[src/hdl/aor_pkg.sv]
package aor_pkg;

    localparam int CENTRE_W = 32;
    localparam int SIZE_W   = 31;
    localparam int EDGE_W   = 34;
    localparam int DIFF_W   = 35;
    localparam int SUM_W    = 37;
    localparam int MAG_W    = SUM_W - 1;
    localparam int PUSH_W   = 34;
    localparam int CODE_W   = 4;

    // side code bit positions
    localparam int SIDE_ABOVE = 0;
    localparam int SIDE_RIGHT = 1;
    localparam int SIDE_BELOW = 2;
    localparam int SIDE_LEFT  = 3;

    localparam logic signed [PUSH_W-1:0] PUSH_MAX = {1'b0, {(PUSH_W-1){1'b1}}};
    localparam logic signed [PUSH_W-1:0] PUSH_MIN = {1'b1, {(PUSH_W-1){1'b0}}};

    typedef struct packed {
        logic signed [CENTRE_W-1:0] a_center_x;
        logic signed [CENTRE_W-1:0] a_center_y;
        logic        [SIZE_W-1:0]   a_width;
        logic        [SIZE_W-1:0]   a_height;
        logic signed [CENTRE_W-1:0] b_center_x;
        logic signed [CENTRE_W-1:0] b_center_y;
        logic        [SIZE_W-1:0]   b_width;
        logic        [SIZE_W-1:0]   b_height;
    } pair_t;

    typedef struct packed {
        logic signed [EDGE_W-1:0] l1;
        logic signed [EDGE_W-1:0] r1;
        logic signed [EDGE_W-1:0] u1;
        logic signed [EDGE_W-1:0] d1;
        logic signed [EDGE_W-1:0] l2;
        logic signed [EDGE_W-1:0] r2;
        logic signed [EDGE_W-1:0] u2;
        logic signed [EDGE_W-1:0] d2;
    } edges_t;

    typedef struct packed {
        logic                     hit;
        logic [CODE_W-1:0]        code;
        logic signed [DIFF_W-1:0] dy_up;
        logic signed [DIFF_W-1:0] dx_right;
        logic signed [DIFF_W-1:0] dy_down;
        logic signed [DIFF_W-1:0] dx_left;
    } test_t;

    typedef struct packed {
        logic signed [PUSH_W-1:0] push_x;
        logic signed [PUSH_W-1:0] push_y;
        logic                     overlapping;
        logic [CODE_W-1:0]        side_code;
    } result_t;

    // centre in Q16.16 doubled to Q17.17
    function automatic logic signed [EDGE_W-1:0] centre_q17(input logic signed [CENTRE_W-1:0] c);
        return {{(EDGE_W-CENTRE_W-1){c[CENTRE_W-1]}}, c, 1'b0};
    endfunction

    function automatic logic signed [EDGE_W-1:0] size_q17(input logic [SIZE_W-1:0] s);
        return {{(EDGE_W-SIZE_W){1'b0}}, s};
    endfunction

    function automatic logic signed [DIFF_W-1:0] edge_diff(input logic signed [EDGE_W-1:0] p,
                                                           input logic signed [EDGE_W-1:0] q);
        logic signed [DIFF_W-1:0] pe;
        logic signed [DIFF_W-1:0] qe;
        pe = {{(DIFF_W-EDGE_W){p[EDGE_W-1]}}, p};
        qe = {{(DIFF_W-EDGE_W){q[EDGE_W-1]}}, q};
        return pe - qe;
    endfunction

    function automatic logic signed [SUM_W-1:0] diff_ext(input logic signed [DIFF_W-1:0] d);
        return {{(SUM_W-DIFF_W){d[DIFF_W-1]}}, d};
    endfunction

    // both offsets stay when the code is a multiple of five or has at most one bit
    function automatic logic keep_both(input logic [CODE_W-1:0] code);
        logic mult5;
        logic single;
        mult5  = (code[SIDE_ABOVE] == code[SIDE_BELOW]) && (code[SIDE_RIGHT] == code[SIDE_LEFT]);
        single = (code & (code - CODE_W'(1))) == '0;
        return mult5 || single;
    endfunction

    function automatic logic signed [PUSH_W-1:0] sat_push(input logic signed [SUM_W-1:0] v);
        logic signed [SUM_W-1:0] hi;
        logic signed [SUM_W-1:0] lo;
        hi = {{(SUM_W-PUSH_W){PUSH_MAX[PUSH_W-1]}}, PUSH_MAX};
        lo = {{(SUM_W-PUSH_W){PUSH_MIN[PUSH_W-1]}}, PUSH_MIN};
        if (v > hi)
        begin
            return PUSH_MAX;
        end
        else if (v < lo)
        begin
            return PUSH_MIN;
        end
        return v[PUSH_W-1:0];
    endfunction

endpackage

[src/hdl/aor_edge.sv]
module aor_edge (
    input  logic             clk,
    input  logic             rst_n,
    input  logic             in_valid,
    output logic             in_ready,
    input  aor_pkg::pair_t   in_pair,
    output logic             out_valid,
    input  logic             out_ready,
    output aor_pkg::edges_t  out_edges
);
    import aor_pkg::*;

    logic   valid_reg;
    logic   valid_next;
    edges_t edges_reg;
    edges_t edges_next;

    logic signed [EDGE_W-1:0] ax;
    logic signed [EDGE_W-1:0] ay;
    logic signed [EDGE_W-1:0] bx;
    logic signed [EDGE_W-1:0] by;

    assign in_ready = !valid_reg || out_ready;

    always_comb
    begin
        ax = centre_q17(in_pair.a_center_x);
        ay = centre_q17(in_pair.a_center_y);
        bx = centre_q17(in_pair.b_center_x);
        by = centre_q17(in_pair.b_center_y);
        // full size read as a Q17.17 half size
        edges_next.l1 = ax - size_q17(in_pair.a_width);
        edges_next.r1 = ax + size_q17(in_pair.a_width);
        edges_next.u1 = ay - size_q17(in_pair.a_height);
        edges_next.d1 = ay + size_q17(in_pair.a_height);
        edges_next.l2 = bx - size_q17(in_pair.b_width);
        edges_next.r2 = bx + size_q17(in_pair.b_width);
        edges_next.u2 = by - size_q17(in_pair.b_height);
        edges_next.d2 = by + size_q17(in_pair.b_height);
    end

    assign valid_next = in_ready ? in_valid : valid_reg;

    always_ff @(posedge clk or negedge rst_n)
    begin
        if (!rst_n)
        begin
            valid_reg <= 1'b0;
        end
        else
        begin
            valid_reg <= valid_next;
        end
    end

    always_ff @(posedge clk)
    begin
        if (in_ready && in_valid)
        begin
            edges_reg <= edges_next;
        end
    end

    assign out_valid = valid_reg;
    assign out_edges = edges_reg;

endmodule

[src/hdl/aor_test.sv]
module aor_test (
    input  logic             clk,
    input  logic             rst_n,
    input  logic             in_valid,
    output logic             in_ready,
    input  aor_pkg::edges_t  in_edges,
    output logic             out_valid,
    input  logic             out_ready,
    output aor_pkg::test_t   out_test
);
    import aor_pkg::*;

    logic  valid_reg;
    logic  valid_next;
    test_t test_reg;
    test_t test_next;
    logic  hit;

    assign in_ready = !valid_reg || out_ready;

    always_comb
    begin
        // touching edges count as overlap
        hit = (in_edges.l1 <= in_edges.r2) && (in_edges.r1 >= in_edges.l2) &&
              (in_edges.u1 <= in_edges.d2) && (in_edges.d1 >= in_edges.u2);
        test_next.hit                  = hit;
        test_next.code                 = '0;
        test_next.code[SIDE_ABOVE]     = hit && (in_edges.u1 < in_edges.u2);
        test_next.code[SIDE_RIGHT]     = hit && (in_edges.r1 > in_edges.r2);
        test_next.code[SIDE_BELOW]     = hit && (in_edges.d1 > in_edges.d2);
        test_next.code[SIDE_LEFT]      = hit && (in_edges.l1 < in_edges.l2);
        test_next.dy_up                = edge_diff(in_edges.d1, in_edges.u2);
        test_next.dx_right             = edge_diff(in_edges.r2, in_edges.l1);
        test_next.dy_down              = edge_diff(in_edges.d2, in_edges.u1);
        test_next.dx_left              = edge_diff(in_edges.r1, in_edges.l2);
    end

    assign valid_next = in_ready ? in_valid : valid_reg;

    always_ff @(posedge clk or negedge rst_n)
    begin
        if (!rst_n)
        begin
            valid_reg <= 1'b0;
        end
        else
        begin
            valid_reg <= valid_next;
        end
    end

    always_ff @(posedge clk)
    begin
        if (in_ready && in_valid)
        begin
            test_reg <= test_next;
        end
    end

    assign out_valid = valid_reg;
    assign out_test  = test_reg;

endmodule

[src/hdl/aor_resolve.sv]
module aor_resolve (
    input  logic             clk,
    input  logic             rst_n,
    input  logic             in_valid,
    output logic             in_ready,
    input  aor_pkg::test_t   in_test,
    output logic             out_valid,
    input  logic             out_ready,
    output aor_pkg::result_t out_result
);
    import aor_pkg::*;

    // stage a: per-axis sums
    logic                    sum_valid_reg;
    logic                    sum_valid_next;
    logic                    sum_ready;
    logic signed [SUM_W-1:0] px_reg;
    logic signed [SUM_W-1:0] px_next;
    logic signed [SUM_W-1:0] py_reg;
    logic signed [SUM_W-1:0] py_next;
    logic                    sum_hit_reg;
    logic [CODE_W-1:0]       sum_code_reg;

    // stage b: magnitudes and saturated pushes
    logic                     mag_valid_reg;
    logic                     mag_valid_next;
    logic                     mag_ready;
    logic [MAG_W-1:0]         mag_x_reg;
    logic [MAG_W-1:0]         mag_x_next;
    logic [MAG_W-1:0]         mag_y_reg;
    logic [MAG_W-1:0]         mag_y_next;
    logic signed [PUSH_W-1:0] sat_x_reg;
    logic signed [PUSH_W-1:0] sat_y_reg;
    logic                     keep_reg;
    logic                     mag_hit_reg;
    logic [CODE_W-1:0]        mag_code_reg;

    // stage c: axis choice, output register
    logic    res_valid_reg;
    logic    res_valid_next;
    logic    res_ready;
    result_t res_reg;
    result_t res_next;

    logic signed [SUM_W-1:0] abs_x;
    logic signed [SUM_W-1:0] abs_y;

    assign res_ready = !res_valid_reg || out_ready;
    assign mag_ready = !mag_valid_reg || res_ready;
    assign sum_ready = !sum_valid_reg || mag_ready;
    assign in_ready  = sum_ready;

    always_comb
    begin
        px_next = (in_test.code[SIDE_RIGHT] ? diff_ext(in_test.dx_right) : '0) -
                  (in_test.code[SIDE_LEFT]  ? diff_ext(in_test.dx_left)  : '0);
        py_next = (in_test.code[SIDE_BELOW] ? diff_ext(in_test.dy_down)  : '0) -
                  (in_test.code[SIDE_ABOVE] ? diff_ext(in_test.dy_up)    : '0);
    end

    always_comb
    begin
        abs_x      = px_reg[SUM_W-1] ? -px_reg : px_reg;
        abs_y      = py_reg[SUM_W-1] ? -py_reg : py_reg;
        mag_x_next = abs_x[MAG_W-1:0];
        mag_y_next = abs_y[MAG_W-1:0];
    end

    always_comb
    begin
        res_next.push_x      = sat_x_reg;
        res_next.push_y      = sat_y_reg;
        res_next.overlapping = mag_hit_reg;
        res_next.side_code   = mag_code_reg;
        if (!keep_reg)
        begin
            // tie keeps the y push
            if (mag_x_reg < mag_y_reg)
            begin
                res_next.push_y = '0;
            end
            else
            begin
                res_next.push_x = '0;
            end
        end
    end

    assign sum_valid_next = sum_ready ? in_valid      : sum_valid_reg;
    assign mag_valid_next = mag_ready ? sum_valid_reg : mag_valid_reg;
    assign res_valid_next = res_ready ? mag_valid_reg : res_valid_reg;

    always_ff @(posedge clk or negedge rst_n)
    begin
        if (!rst_n)
        begin
            sum_valid_reg <= 1'b0;
            mag_valid_reg <= 1'b0;
            res_valid_reg <= 1'b0;
        end
        else
        begin
            sum_valid_reg <= sum_valid_next;
            mag_valid_reg <= mag_valid_next;
            res_valid_reg <= res_valid_next;
        end
    end

    always_ff @(posedge clk)
    begin
        if (sum_ready && in_valid)
        begin
            px_reg       <= px_next;
            py_reg       <= py_next;
            sum_hit_reg  <= in_test.hit;
            sum_code_reg <= in_test.code;
        end
        if (mag_ready && sum_valid_reg)
        begin
            mag_x_reg    <= mag_x_next;
            mag_y_reg    <= mag_y_next;
            sat_x_reg    <= sat_push(px_reg);
            sat_y_reg    <= sat_push(py_reg);
            keep_reg     <= keep_both(sum_code_reg);
            mag_hit_reg  <= sum_hit_reg;
            mag_code_reg <= sum_code_reg;
        end
        if (res_ready && mag_valid_reg)
        begin
            res_reg <= res_next;
        end
    end

    assign out_valid  = res_valid_reg;
    assign out_result = res_reg;

endmodule

[src/hdl/aabb_overlap_resolve.sv]
// channel | dir | payload
// s_*     | in  | one box pair request: centres and sizes of boxes a and b
// m_*     | out | push offsets for box a, overlap flag and side code
//
// one box pair is taken every cycle while m_tready does not hold the output; a result passes through
// the register stages in order: edges, overlap test, axis sums, magnitudes, axis choice
// rst_n clears the stage valid bits only; the data registers keep whatever they hold
// each stage takes a new request when it is empty or its successor moves on,
// so empty stages close up behind a stalled output and nothing is dropped or repeated
module aabb_overlap_resolve (
    input  logic         clk,
    input  logic         rst_n,
    input  logic         s_tvalid,
    output logic         s_tready,
    // a_center_x, a_center_y, a_width, a_height, b_center_x, b_center_y, b_width, b_height
    input  logic [255:0] s_tdata,
    output logic         m_tvalid,
    input  logic         m_tready,
    // push_x, push_y, overlapping, side_code
    output logic [79:0]  m_tdata
);
    import aor_pkg::*;

    pair_t   pair;
    edges_t  edges;
    test_t   test_res;
    result_t res;
    logic    edge_valid;
    logic    edge_ready;
    logic    test_valid;
    logic    test_ready;

    assign pair.a_center_x = s_tdata[31:0];
    assign pair.a_center_y = s_tdata[63:32];
    assign pair.a_width    = s_tdata[94:64];
    assign pair.a_height   = s_tdata[125:95];
    assign pair.b_center_x = s_tdata[157:126];
    assign pair.b_center_y = s_tdata[189:158];
    assign pair.b_width    = s_tdata[220:190];
    assign pair.b_height   = s_tdata[251:221];

    aor_edge u_edge (
        .clk       (clk),
        .rst_n     (rst_n),
        .in_valid  (s_tvalid),
        .in_ready  (s_tready),
        .in_pair   (pair),
        .out_valid (edge_valid),
        .out_ready (edge_ready),
        .out_edges (edges)
    );

    aor_test u_test (
        .clk       (clk),
        .rst_n     (rst_n),
        .in_valid  (edge_valid),
        .in_ready  (edge_ready),
        .in_edges  (edges),
        .out_valid (test_valid),
        .out_ready (test_ready),
        .out_test  (test_res)
    );

    aor_resolve u_resolve (
        .clk        (clk),
        .rst_n      (rst_n),
        .in_valid   (test_valid),
        .in_ready   (test_ready),
        .in_test    (test_res),
        .out_valid  (m_tvalid),
        .out_ready  (m_tready),
        .out_result (res)
    );

    assign m_tdata = {7'b0, res.side_code, res.overlapping, res.push_y, res.push_x};

`ifndef SYNTHESIS
    a_no_hit_zero: assert property (@(posedge clk) disable iff (!rst_n)
        m_tvalid && !res.overlapping |->
            res.push_x == '0 && res.push_y == '0 && res.side_code == '0)
        else $error("push or side code set without overlap");

    a_one_axis: assert property (@(posedge clk) disable iff (!rst_n)
        m_tvalid && !keep_both(res.side_code) |-> res.push_x == '0 || res.push_y == '0)
        else $error("both axes kept for a mixed side code");

    a_full_stall: assert property (@(posedge clk) disable iff (!rst_n)
        !s_tready |-> m_tvalid && !m_tready)
        else $error("input held off while the pipeline can move");
`endif

endmodule
[config.mk]
export PLATFORM = sky130hd
export DESIGN_NAME = aabb_overlap_resolve
export DESIGN_NICKNAME = d
export VERILOG_FILES = /design/src/hdl/aor_pkg.sv /design/src/hdl/aor_edge.sv /design/src/hdl/aor_test.sv /design/src/hdl/aor_resolve.sv /design/src/hdl/aabb_overlap_resolve.sv
export SDC_FILE = /design/constraint.sdc
export NUM_CORES = 2
export LEC_CHECK = 0
export BUFFER_PORTS_ARGS = -buffer_cell sky130_fd_sc_hd__buf_2
export CAP_MARGIN = 20
export CORE_ASPECT_RATIO = 0.9
export CORE_UTILIZATION = 55
export CTS_CLUSTER_DIAMETER = 40
export CTS_CLUSTER_SIZE = 30
export DETAILED_ROUTE_END_ITERATION = 16
export HOLD_SLACK_MARGIN = 0.02
export PLACE_DENSITY = 0.71
export SETUP_SLACK_MARGIN = 0.5
export SLEW_MARGIN = 20
export SYNTH_ARGS = -nofsm -noshare
export SYNTH_HDL_FRONTEND = slang
export SYNTH_SLANG_ARGS = --single-unit
[constraint.sdc]
create_clock -name clk -period 23.2 [get_ports clk]
set_input_delay 2.32 -clock clk [delete_from_list [all_inputs] [get_ports clk]]
set_output_delay 2.32 -clock clk [all_outputs]
set_load 0.1 [all_outputs]
; ---- After elaboration in Yosys (flattened, before gate mapping)
; Index checks and enable logic that the tools add are counted.
[word_totals]
regBits = 720
inputBits = 260
out_inout_bits = 82
elab_cells = 113
[op_classes]
n_addsub = 17
order_cmp = 13
eq_ne = 2
muxes = 21
bitwise_logic = 1
reduce_logical = 25
[op_table]
columns = cell, n
row1 = 34-bit 2-to-1 mux, 8
row2 = 37-bit 2-to-1 mux, 4
row3 = 34-bit by 34-bit subtractor with 35-bit output, 4
row4 = 33-bit by 32-bit adder with 34-bit output, 4
row5 = 33-bit by 32-bit subtractor with 34-bit output, 4
row6 = "37-bit by 34-bit > comparator with 1-bit output, second input constant", 2
row7 = "37-bit by 34-bit less-than comparator with 1-bit output, second input constant", 2
row8 = 37-bit subtractor, 2
row9 = 36-bit 2-to-1 mux, 2
row10 = 36-bit negation, 2
row11 = 34-bit >= comparator, 2
row12 = 34-bit > comparator, 2
row13 = 34-bit less-or-equal comparator, 2
row14 = 34-bit less-than comparator, 2
row15 = 68-bit 2-to-1 mux, 1
row16 = 36-bit less-than comparator, 1
row17 = 1-bit logical AND, 13
row18 = 1-bit logical OR, 6
row19 = 1-bit 2-to-1 mux, 6
row20 = 1-bit logical NOT, 5
row21 = 4-bit AND, 1
row22 = 4-bit logical NOT, 1
row23 = "4-bit by 1-bit subtractor with 4-bit output, second input constant", 1
row24 = 1-bit equality test, 2

; ---- Longest topological paths before layout
[depth]
word_depth = 7
depth_mapped = 14
depth_no_buf = 13

; ---- Modules after synthesis
; A second synthesis with hierarchy kept.
[unflattened]
hier_cells = 5480
area_unflattened_um2 = 53711.5
[modules_own_cells]
columns = mod, n_inst, cells_per_inst, area_each_um2
row1 = aor_edge, 1, 2245, 21137.8
row2 = aor_resolve, 1, 1536, 17214.0
row3 = aor_test, 1, 1691, 15303.4
row4 = aabb_overlap_resolve, 1, 8, 56.3

; ---- Worst setup path after synthesis
; No wires, ideal clock.
[synth_path]
path_kind = input to register
start = input m_tready
end = register u_edge.edges_reg, in the netlist u_edge.out_edges[100], enable pin
arrival_time_ns = 9.399
required_time_ns = 22.539
slack_ns = 13.139
path_stages = 5
path_buffers = 0
cell_sequence = nor2b_1 -> nand4_1 -> inv_1 -> nand2_1 -> and2_1
[synth_via]
elab_chain_cells = 6
[synth_rtl]
columns = element, line
row1 = from (decl), aabb_overlap_resolve.sv:18  ; input logic m_tready,
row2 = 1-bit logical OR, aor_resolve.sv:48  ; assign res_ready = !res_valid_reg || out_ready;
row3 = 1-bit logical OR, aor_resolve.sv:49  ; assign mag_ready = !mag_valid_reg || res_ready;
row4 = 1-bit logical OR, aor_resolve.sv:50  ; assign sum_ready = !sum_valid_reg || mag_ready;
row5 = 1-bit logical OR, aor_test.sv:19  ; assign in_ready = !valid_reg || out_ready;
row6 = 1-bit logical OR, aor_edge.sv:23  ; assign in_ready = !valid_reg || out_ready;
row7 = via s_tready, aabb_overlap_resolve.sv:14  ; output logic s_tready,
row8 = 1-bit logical AND, aor_edge.sv:58  ; if (in_ready && in_valid)
row9 = to (signal assigned), aor_edge.sv:60  ; edges_reg <= edges_next;
row10 = to (decl), aor_edge.sv:15  ; edges_t edges_reg;
; The timed path passes the listed nets, and every way through them passes these cells.
; A chain may end at the register's enable or synchronous reset.

==> out/metrics.yaml <==
ctsHtreeMaxLevel: 3
hpwl_mm: 111
antennaDiodeCount: 0
fin_total_pwr_w: 0.00638
relSlewSlack_pct: 30.5
timing.final.max_slew_violations: 0
fin_skew_ps: 39.5
slowest_stage: "o31ai_1"
crit_path_start_kind: "input pin"
path_clk_slew_ps: 60
ys_seq_area_share_pct: 40.3
tns_ps: 0
synth-seq-cells: 714
critPathKind: "input pin to flop"
finalNetCount: 6603
drc: 0
async_reset_ff_share_pct: 0.700
grt_use_met2_pct: 39.0
cpPeakStageDelay_ps: 960
std_cell_rows: 107
max_freq_mhz: 173
grt_use_met1_pct: 44.3
arrival_ps: 6330
power.density_mw_per_mm2: 108
drt_iter0_drc: 4024
use_met3_pct: 3.77
initial_core_util_pct: 55.9
wirelength_mm: 137
drive_gt1_share_pct: 9.79
wire_per_inst_um: 19.5
yosysWarnings: 0
num_io_pins: 342
cts_tree: "built"
antenna_found_initial: 5
period_minus_slack_ps: 5780
syn_area_per_cell_sq_um: 9.81
final_common_cell: "edfxtp_1"
fin_util_pct: 62.1
post_cts_resized: 0
ant_nets: 0
die_h_um: 297
drv_cap: 0
post-route-period-util_pct: 24.9
syn2layout_area_growth_pct: 11.1
cts_setup_buffers: 0
grt_max_degree: 83
grt_pass1_wl_mm: 213
cp.required_ps: 23750
die_area_sq_mm: 0.0979
yosysUniqueCellTypes: 96
tightest_slew_ps: 1030
holdCritPathClass: "flop to flop"
most-common-layout-cells: "edfxtp_1, ha_1, inv_1"
largest_reg_flops: 268
viasPerCell: 5.84
grt-busiest-layer: "met1"
clkSinkCount: 714
multiInputGateArea_sq_mm: 0.0290
outcome: "finished clean"
grt_pass1_vias: 38500
leakagePower_nw: 25.8
crit_chain: "buf_2 -> ha_1 -> or3_4 -> nor4b_2 -> a31oi_1 -> o311ai_0 -> a41oi_1 -> o31ai_1 -> a221oi_1 -> or4b_1 -> nand4b_1"
ctsHoldBuffers: 0
cts_root_buf: "clkbuf_16"
die_w_um: 330
irDropWorstVdd_uv: 67.0
overflow: 0
coreArea_sq_mm: 0.0952
end_kind: "flop"
vias: 41100
clk_path_buf_depth: 3
regArea_sq_mm: 0.0214
insertion_delay_ps: 690
rsz0062_at_grt: "false"
syn_area_sq_mm: 0.0532
n_fill_cell: 7978
track_usage_pct: 27.6
cts_buffers: 90
ys.flop_type: "edfxtp_1"
gp_congestion: 0.954
synthCells: 5420
setup_viol: 0
final_hold_viol_count: 0
drt_first_pass_iters: 7
synth_edf_count: 709
crit_fanout: 12
portBuffers: 330
metrics by stage:
step | cells | setup WS, ps | hold slack (ps) | cell area (sq um)
after floorplan | 5426 | 13140 | 400 | 53200
after global placement | 6867 | 17040 | 404 | 55900
after detailed placement | 6868 | 17010 | 405 | 56000
after CTS | 7035 | 17410 | 418 | 59100
after global routing | 7036 | 17320 | 440 | 59100
final | 7036 | 17420 | 418 | 59100
report_power, final:
| part | switching [W] | total (W) | leakage (nW) | internal, W |
|---|---|---|---|---|
| clock network | 0.000588 | 0.00141 | 1.47 | 0.000827 |
| logic | 0.00171 | 0.00266 | 17.4 | 0.000951 |
| registers | 0.000281 | 0.00231 | 6.92 | 0.00202 |
cell type report:
type	count	area share, %
Clock buffer	99	3.87
Clock inverter	68	1.39
Inverter	589	3.74
Multi-Input combinational cell	3965	49.1
Sequential cell	714	36.2
Tap cell	1253	2.65
Timing Repair Buffer	348	3.05
critical path, delay by kind of cell:
family                   cells  cell delay [ps]
adder cells (fa/ha/maj)      1              440
AND/OR/NAND/NOR              4             1660
buffers and inverters        1              110
AO/OA/AOI/OAI                5             1790
cells by family (layout without fill, tap and decap cells):
family                   after synthesis  after routing  synth area share [%]
AO/OA/AOI/OAI                       1448           1448                  17.9
XOR/XNOR                             446            446                  7.35
adder cells (fa/ha/maj)              635            635                  15.1
buffers and inverters                747           1104                  5.35
flip-flops                           714            714                  40.3
multiplexers                          10             10                 0.191
other                                  1              7               0.00705
AND/OR/NAND/NOR                     1419           1419                  13.8
worst paths after layout:
check | to | start | slack [ps] | cells after the start
setup reg to reg | u_resolve.px_reg[35] | u_test.out_test[141] | 18810 | 12
min in group asynchronous | u_edge.out_valid | rst_n | 1440 | 1
max in group asynchronous | u_resolve.mag_valid_reg | rst_n | 21630 | 1
hold / removal | u_resolve.sum_hit_reg | u_test.out_test[144] | 420 | 0
hold reg to reg | u_resolve.sum_hit_reg | u_test.out_test[144] | 420 | 0
setup / recovery | u_edge.out_edges[100] | s_tdata[143] | 17420 | 11
synthesized netlist by cell type (all sizes together), types with 38 or more instances:
library cell	n	area [sq um]
xnor2	351	3070
o21ai	238	1190
a21oi	402	2010
o31ai	46	364
a21boi	58	435
nand2	274	1030
nand2b	82	513
o21a	63	473
or3	38	263
nand3	77	385
o21bai	77	578
edfxtp	709	21300
xor2	95	832
nor3b	47	353
nor2b	85	532
nand4	86	538
inv	589	2210
clkbuf	141	529
and3	47	294
a31oi	47	294
ha	621	7770
nor3	108	551
a21o	264	1980
and2	95	594
nor2	355	1330
per-layer routing:
metal,wire length (um),vias up
li1,-,20200
met1,69000,19400
met2,55700,1383
met3,9970,168
met4,2510,10
met5,57,-
Power figures use the tool's default switching activity.
